--- src/design/chte_mod.sv ---
// Sequential remainder unit: 64-bit key modulo a 12-bit divisor, one bit a cycle.
// Depends on nothing but its ports.
module chte_mod (
	input  logic        clk,
	input  logic        arst_n,
	input  logic        start,
	input  logic [63:0] dividend,
	input  logic [11:0] divisor,
	output logic        done,
	output logic [11:0] remainder
);
	logic [63:0] shift_q;
	logic [12:0] rem_q;
	logic [6:0]  cnt_q;
	logic        busy_q;
	logic [12:0] trial;

	always_comb begin
		trial = {rem_q[11:0], shift_q[63]};
		if (trial >= {1'b0, divisor}) begin
			trial = trial - {1'b0, divisor};
		end
	end

	always_ff @(posedge clk or negedge arst_n) begin
		if (!arst_n) begin
			busy_q <= 1'b0;
			cnt_q  <= '0;
			done   <= 1'b0;
		end else begin
			done <= 1'b0;
			if (start) begin
				busy_q <= 1'b1;
				cnt_q  <= '0;
			end else if (busy_q) begin
				cnt_q <= cnt_q + 7'd1;
				if (cnt_q == 7'd63) begin
					busy_q <= 1'b0;
					done   <= 1'b1;
				end
			end
		end
	end

	always_ff @(posedge clk) begin
		if (start) begin
			shift_q <= dividend;
			rem_q   <= '0;
		end else if (busy_q) begin
			shift_q <= {shift_q[62:0], 1'b0};
			rem_q   <= trial;
		end
	end

	assign remainder = rem_q[11:0];
endmodule

--- config.mk ---
export PLATFORM = sky130hd
export DESIGN_NAME = chte_mod
export DESIGN_NICKNAME = d
export VERILOG_FILES = /design/src/design/chte_mod.sv
export SDC_FILE = /design/constraint.sdc
export NUM_CORES = 1
export LEC_CHECK = 0
export ABC_AREA = 1
export BUFFER_PORTS_ARGS = -buffer_cell sky130_fd_sc_hd__buf_2
export CAP_MARGIN = 20
export CORE_MARGIN = 3
export CORE_UTILIZATION = 45
export DETAILED_ROUTE_END_ITERATION = 8
export MAX_ROUTING_LAYER = met4
export PLACE_DENSITY = 0.68
export SLEW_MARGIN = 20
export SYNTH_ARGS = -nofsm -noshare
export SYNTH_HDL_FRONTEND = slang
export SYNTH_SLANG_ARGS = --single-unit
--- constraint.sdc ---
create_clock -name clk -period 2.7 [get_ports clk]
set_input_delay 0.27 -clock clk [delete_from_list [all_inputs] [get_ports clk]]
set_output_delay 0.27 -clock clk [all_outputs]
set_load 0.005 [all_outputs]
Word-level counts from Yosys, hierarchy flattened. Cells that the tools add are included.

Register bits: 85. Input bits: 79. Output and inout port bits: 13. Logic and storage cells: 21.

Add/subtract/negate cells: 2. $lt $le $gt $ge: 1. Eq/ne operators: 1. Mux-type cells: 11. Reduce and logical (&&, ||, !) cells: 1.

Operators by type and width (number): 2-to-1 mux 64 bit (2); 2-to-1 mux 7 bit (2); greater-or-equal comparator 13 x 12 -> 1 bit (1); 2-to-1 mux 12 bit (1); subtractor 12 bit (1); adder 7 x 1 -> 7 bit (second input constant) (1); equality test 7 x 6 -> 1 bit (second input constant) (1); 2-to-1 mux 1 bit (6); nonzero test 2 bit (1).

Logic depth before layout (Yosys ltp).
Word-level depth: 4. Depth in mapped cells: 12. Mapped depth without buffers: 12.

Worst setup path before layout. No wires, ideal clock.

Path type: reg-to-reg. From: reg busy_q. To: reg shift_q[0] (enable). Setup time: 0.419 ns. Arrival time: 1.781 ns. Data required time: 2.281 ns. Path slack: 0.501 ns. Cell stages (with the launch flop): 3. Path buffers: 0. Period minus slack after synthesis: 2.199 ns. Cells stage by stage: dfrtp_1 -> nor2_1 -> inv_1.

Longest elaborated chain between the ends: 1.

Ends and longest elaborated chain: start: declaration (line 15) `logic busy_q;`; start signal: assignment (line 27) `busy_q <= 1'b0;`; start signal: assignment (line 33) `busy_q <= 1'b1;`; start signal: assignment (line 38) `busy_q <= 1'b0;`; nonzero test 2 bit (no source line); end signal: assignment (line 47) `shift_q <= dividend;`; end signal: assignment (line 50) `shift_q <= {shift_q[62:0], 1'b0};`; end: declaration (line 12) `logic [63:0] shift_q;`.

No other way between the ends. A chain may end at the register's enable or synchronous reset.

Worst setup path after layout.
From: reg rem_q[8]. To: reg rem_q[10].

Longest elaborated chain between the ends: 2. Elaborated cells on any way between the ends: 3. Those cells by class: 1 x add/sub; 1 x order compare; 1 x mux.

Ends and longest elaborated chain: start: declaration (line 13) `logic [12:0] rem_q;`; start signal: assignment (line 51) `rem_q <= trial;`; subtractor 12 bit / greater-or-equal comparator 13 x 12 -> 1 bit (equally long branches) (line 21, 20); 2-to-1 mux 12 bit (*) (line 20) `if (trial >= {1'b0, divisor}) begin`.

Every way passes the cells marked *; elsewhere a longest branch is shown, timed or not.

==> qor_table.md <==
| Quantity | This run | Unit |
|:---|:---|:---|
| Maximum vdd drop | 0.3487 | mV |
| Layout net count | 738 | - |
| Worst hold path startpoint | dividend[0] | - |
| Top post-synthesis cells by area | sky130_fd_sc_hd__edfxtp_1 (43%), sky130_fd_sc_hd__nand2_1 (24%), sky130_fd_sc_hd__dfxtp_1 (5.3%) | - |
| Fraction of the mapped netlist area in simple logic gates | 0.3319 | - |
| Cells on Worst Hold Path | 3 | - |
| # H-tree levels | 3 | - |
| Pre-CTS setup slack | 600.6 | ps |
| Buffers on Ports | 91 | - |
| R2R Setup Slk | 630 | ps |
| Total Die Area | 11220 | µm² |
| Tot Pwr | 3.691 | mW |
| Detailed-route DRC error count | 0 | - |
| Endpoint kind of the worst setup timing path | flop | - |
| Clock input transition at the sequential cells of the worst setup and hold paths | 80 | ps |
| Count of TritonRoute iterations in the first routing pass | 5 | - |
| Worst slew margin relative to its limit | 0.4209 | - |
| Setup-failing EPs final | 0 | - |
| Top achievable clock speed | 0.4823 | GHz |
| Post-Synth XOR/XNOR Area | 0.009747 | - |
| Via Count | 3671 | - |
| Synthesized area per cell | 8.081 | µm² |
| Instance count of the mapped netlist | 556 | - |
| Leakage power figure | 2.789 | nW |
| Post-detailed-routing wire length | 9.696 | mm |
| Vias in the first global route | 3525 | - |
| Distinct cell type count after synthesis | 32 | - |
| Total congestion overflow | 0 | - |
| CP max FO | 13 | - |
| Adder-cell area share of the yosys netlist | 0.04066 | - |
| Horizontal die dimension | 105.9 | µm |
| Measured slew at the worst slew-check pin | 865.5 | ps |
| Proportion of layout cells with a drive suffix above 1 | 0.1985 | - |
| Most numerous cell types in the synthesized netlist | sky130_fd_sc_hd__nand2_1 (283), sky130_fd_sc_hd__edfxtp_1 (64), sky130_fd_sc_hd__inv_1 (56) | - |
| Syn. warnings | 0 | - |
| Hold/Removal Path Class | in -> reg | - |
| Remaining number of nets flagged by the antenna check after routing | 0 | - |
| Main combinational cell family by area after synthesis | simple AND/OR/NAND/NOR gates | - |
| Crit. Startpoint | rem_q[8] | - |
| Sequential share of the synthesized area | 0.5313 | - |
| Complex-gate fraction of the synthesized area | 0.01643 | - |
| Final clock skew | 15.08 | ps |
| CTS Sinks | 85 | - |
| Synth-to-Final Area Change | 17.49 | % |
| RSZ-0062 raised after global routing | false | - |
| CTS Root Buffer Type | sky130_fd_sc_hd__clkbuf_8 | - |
| Detailed-placement wirelength estimate | 7.156 | mm |
| Cell with the most instances after synthesis | sky130_fd_sc_hd__nand2_1 | - |
| Post-synthesis cell type with the largest combined area | sky130_fd_sc_hd__edfxtp_1 | - |
| Crit share post-route | 0.7679 | - |
| TritonCTS clock tree | built | - |
| Global router's overall resource usage | 0.1806 | - |
| Prevailing post-synth register cell | sky130_fd_sc_hd__edfxtp_1 | - |
| Num CTS Buffers | 9 | - |
| Cell count after placement | 762 | - |
| Diodes inserted | 0 | - |
| Synthesized netlist net count | 649 | - |
| Post-synth top area share | 0.4277 | - |
| Crit path kind | reg -> reg | - |
| Layout Cell Area excl Fill | 5279 | µm² |
| CTS Buffer Depth | 2 | - |
| Starting utilization of the core area | 0.4750 | - |
| Worst R2R End | rem_q[10] | - |
| Non-Filler Instances | 779 | - |
| Post-layout util | 0.5581 | - |
| Antenna violations before repair | 0 | - |
| Post-cts sizing count | 0 | - |
| Min cycle time layout | 2073 | ps |
| Count of routing violations after the opening detailed-route iteration | 201 | - |
| WL per Instance | 12.45 | µm |
| Area of the core region | 9459 | µm² |
| Origin of the critical flop-to-flop path | rem_q[8] | - |
| Count of pins over their slew limit | 0 | - |
| Insertion delay of the later-clocked pin in the worst-skew pair | 340 | ps |
| Fraction of synthesized area in multiplexers | 0 | - |
| Placed instance area | 5079 | µm² |
| # Max-Cap Violations | 0 | - |
| Final RePlAce weighted congestion | 0.8790 | - |
| Type of origin of the critical path | flop | - |
| Hold endpoint | shift_q[0] | - |
| Req. time, crit path | 2930 | ps |
| Worst hold-check slack | 188.2 | ps |
| Total count of hold-check failures in the final report | 0 | - |
| Setup total negative slack | 0 | ps |
| Synthesis-stage register bit count | 85 | - |
| Core Rows | 35 | - |
| Reg2Reg Depth | 8 | - |
| Crit path DAT | 2310 | ps |
| Status | finished, final reports clean | - |
| Post-synthesis cell area | 4493 | µm² |
| PD cells | 699.1 | nW/µm² |
| Wire length of the first global-routing pass | 15.93 | mm |
| Proportion of register bits with asynchronous set or reset after synthesis | 0.1059 | - |
| EDFF count, synth | 64 | - |
| DR vias/cell | 4.712 | - |
| Y dimension of the die | 105.9 | µm |
| Maximum number of pins on one net before global-route repair | 63 | - |
| Setup ws final | 626.7 | ps |
| I/O pin count | 92 | - |
[cell usage in the layout, fill, tap and decap left out, types with 5 or more instances in the layout]
cell / n
sky130_fd_sc_hd__a21oi_1: 5
sky130_fd_sc_hd__buf_2: 91
sky130_fd_sc_hd__buf_4: 5
sky130_fd_sc_hd__clkbuf_8: 9
sky130_fd_sc_hd__dfrtp_1: 9
sky130_fd_sc_hd__dfxtp_1: 12
sky130_fd_sc_hd__edfxtp_1: 64
sky130_fd_sc_hd__ha_1: 13
sky130_fd_sc_hd__inv_1: 55
sky130_fd_sc_hd__nand2_1: 283
sky130_fd_sc_hd__nand3_1: 25
sky130_fd_sc_hd__nand3_2: 6
sky130_fd_sc_hd__nand4_1: 16
sky130_fd_sc_hd__nor2_1: 18
sky130_fd_sc_hd__xnor2_1: 5
[cells by family after synthesis]
| group | after synthesis |
|---|---|
| fa+ha+maj | 14 |
| simple gates | 359 |
| buf+inv | 80 |
| compound gates | 13 |
| flops | 85 |
| xor+xnor | 5 |
[worst max path at each step]
stage               slack (ps)         end
detailed placement         600   rem_q[10]
finish                     630   rem_q[10]
floorplan                  500  shift_q[0]
CTS                        630    rem_q[7]
global placement           660    rem_q[6]
global route               430    rem_q[6]
[cell type report]
class,count,area (µm²)
repair buffers,98,523.0
multi-input cells,391,1792
fillers,930,4180
clock inverters,5,58.81
flip-flops and latches,85,2387
clock buffers,11,131.4
well taps,129,161.4
inverters,60,225.2
[registers in the layout (all words and copies together), names as in the netlist]
| register | count |
|---|---|
| shift_q | 64 |
| rem_q | 12 |
| cnt_q | 7 |
| busy_q | 1 |
| done | 1 |
[critical path, stage by stage, from the launching register on]
cell,delay (ps)
sky130_fd_sc_hd__dfxtp_1,360
sky130_fd_sc_hd__ha_1,370
sky130_fd_sc_hd__nand2_1,120
sky130_fd_sc_hd__nor3_2,170
sky130_fd_sc_hd__nand3_1,340
sky130_fd_sc_hd__nand3_2,370
sky130_fd_sc_hd__nand3_2,100
sky130_fd_sc_hd__nand3_1,80
sky130_fd_sc_hd__nand2_1,60
[layer usage]
metal	GRT usage	share of wire	vias to the layer above
met4	0.06383	0.012	0
met5	-	0	-
met2	0.2837	0.46	100
met3	0.01943	0.048	9
met1	0.2461	0.48	1620
li1	-	-	1942
[what timing repair did]
item                                    in CTS  in global routing
hold buffers                                 1                  0
buffers inserted                             0                  0
endpoints found under the hold margin        9                  0
endpoints found under the setup margin       0                  0
[where the power goes]
group	switching, mW	internal [mW]	total, mW	leakage [nW]
registers	0.121	1.57	1.69	0.923
logic	0.672	0.449	1.12	1.78
clock network	0.446	0.430	0.876	0.0899
No activity file was read; power rests on OpenSTA's default activity.
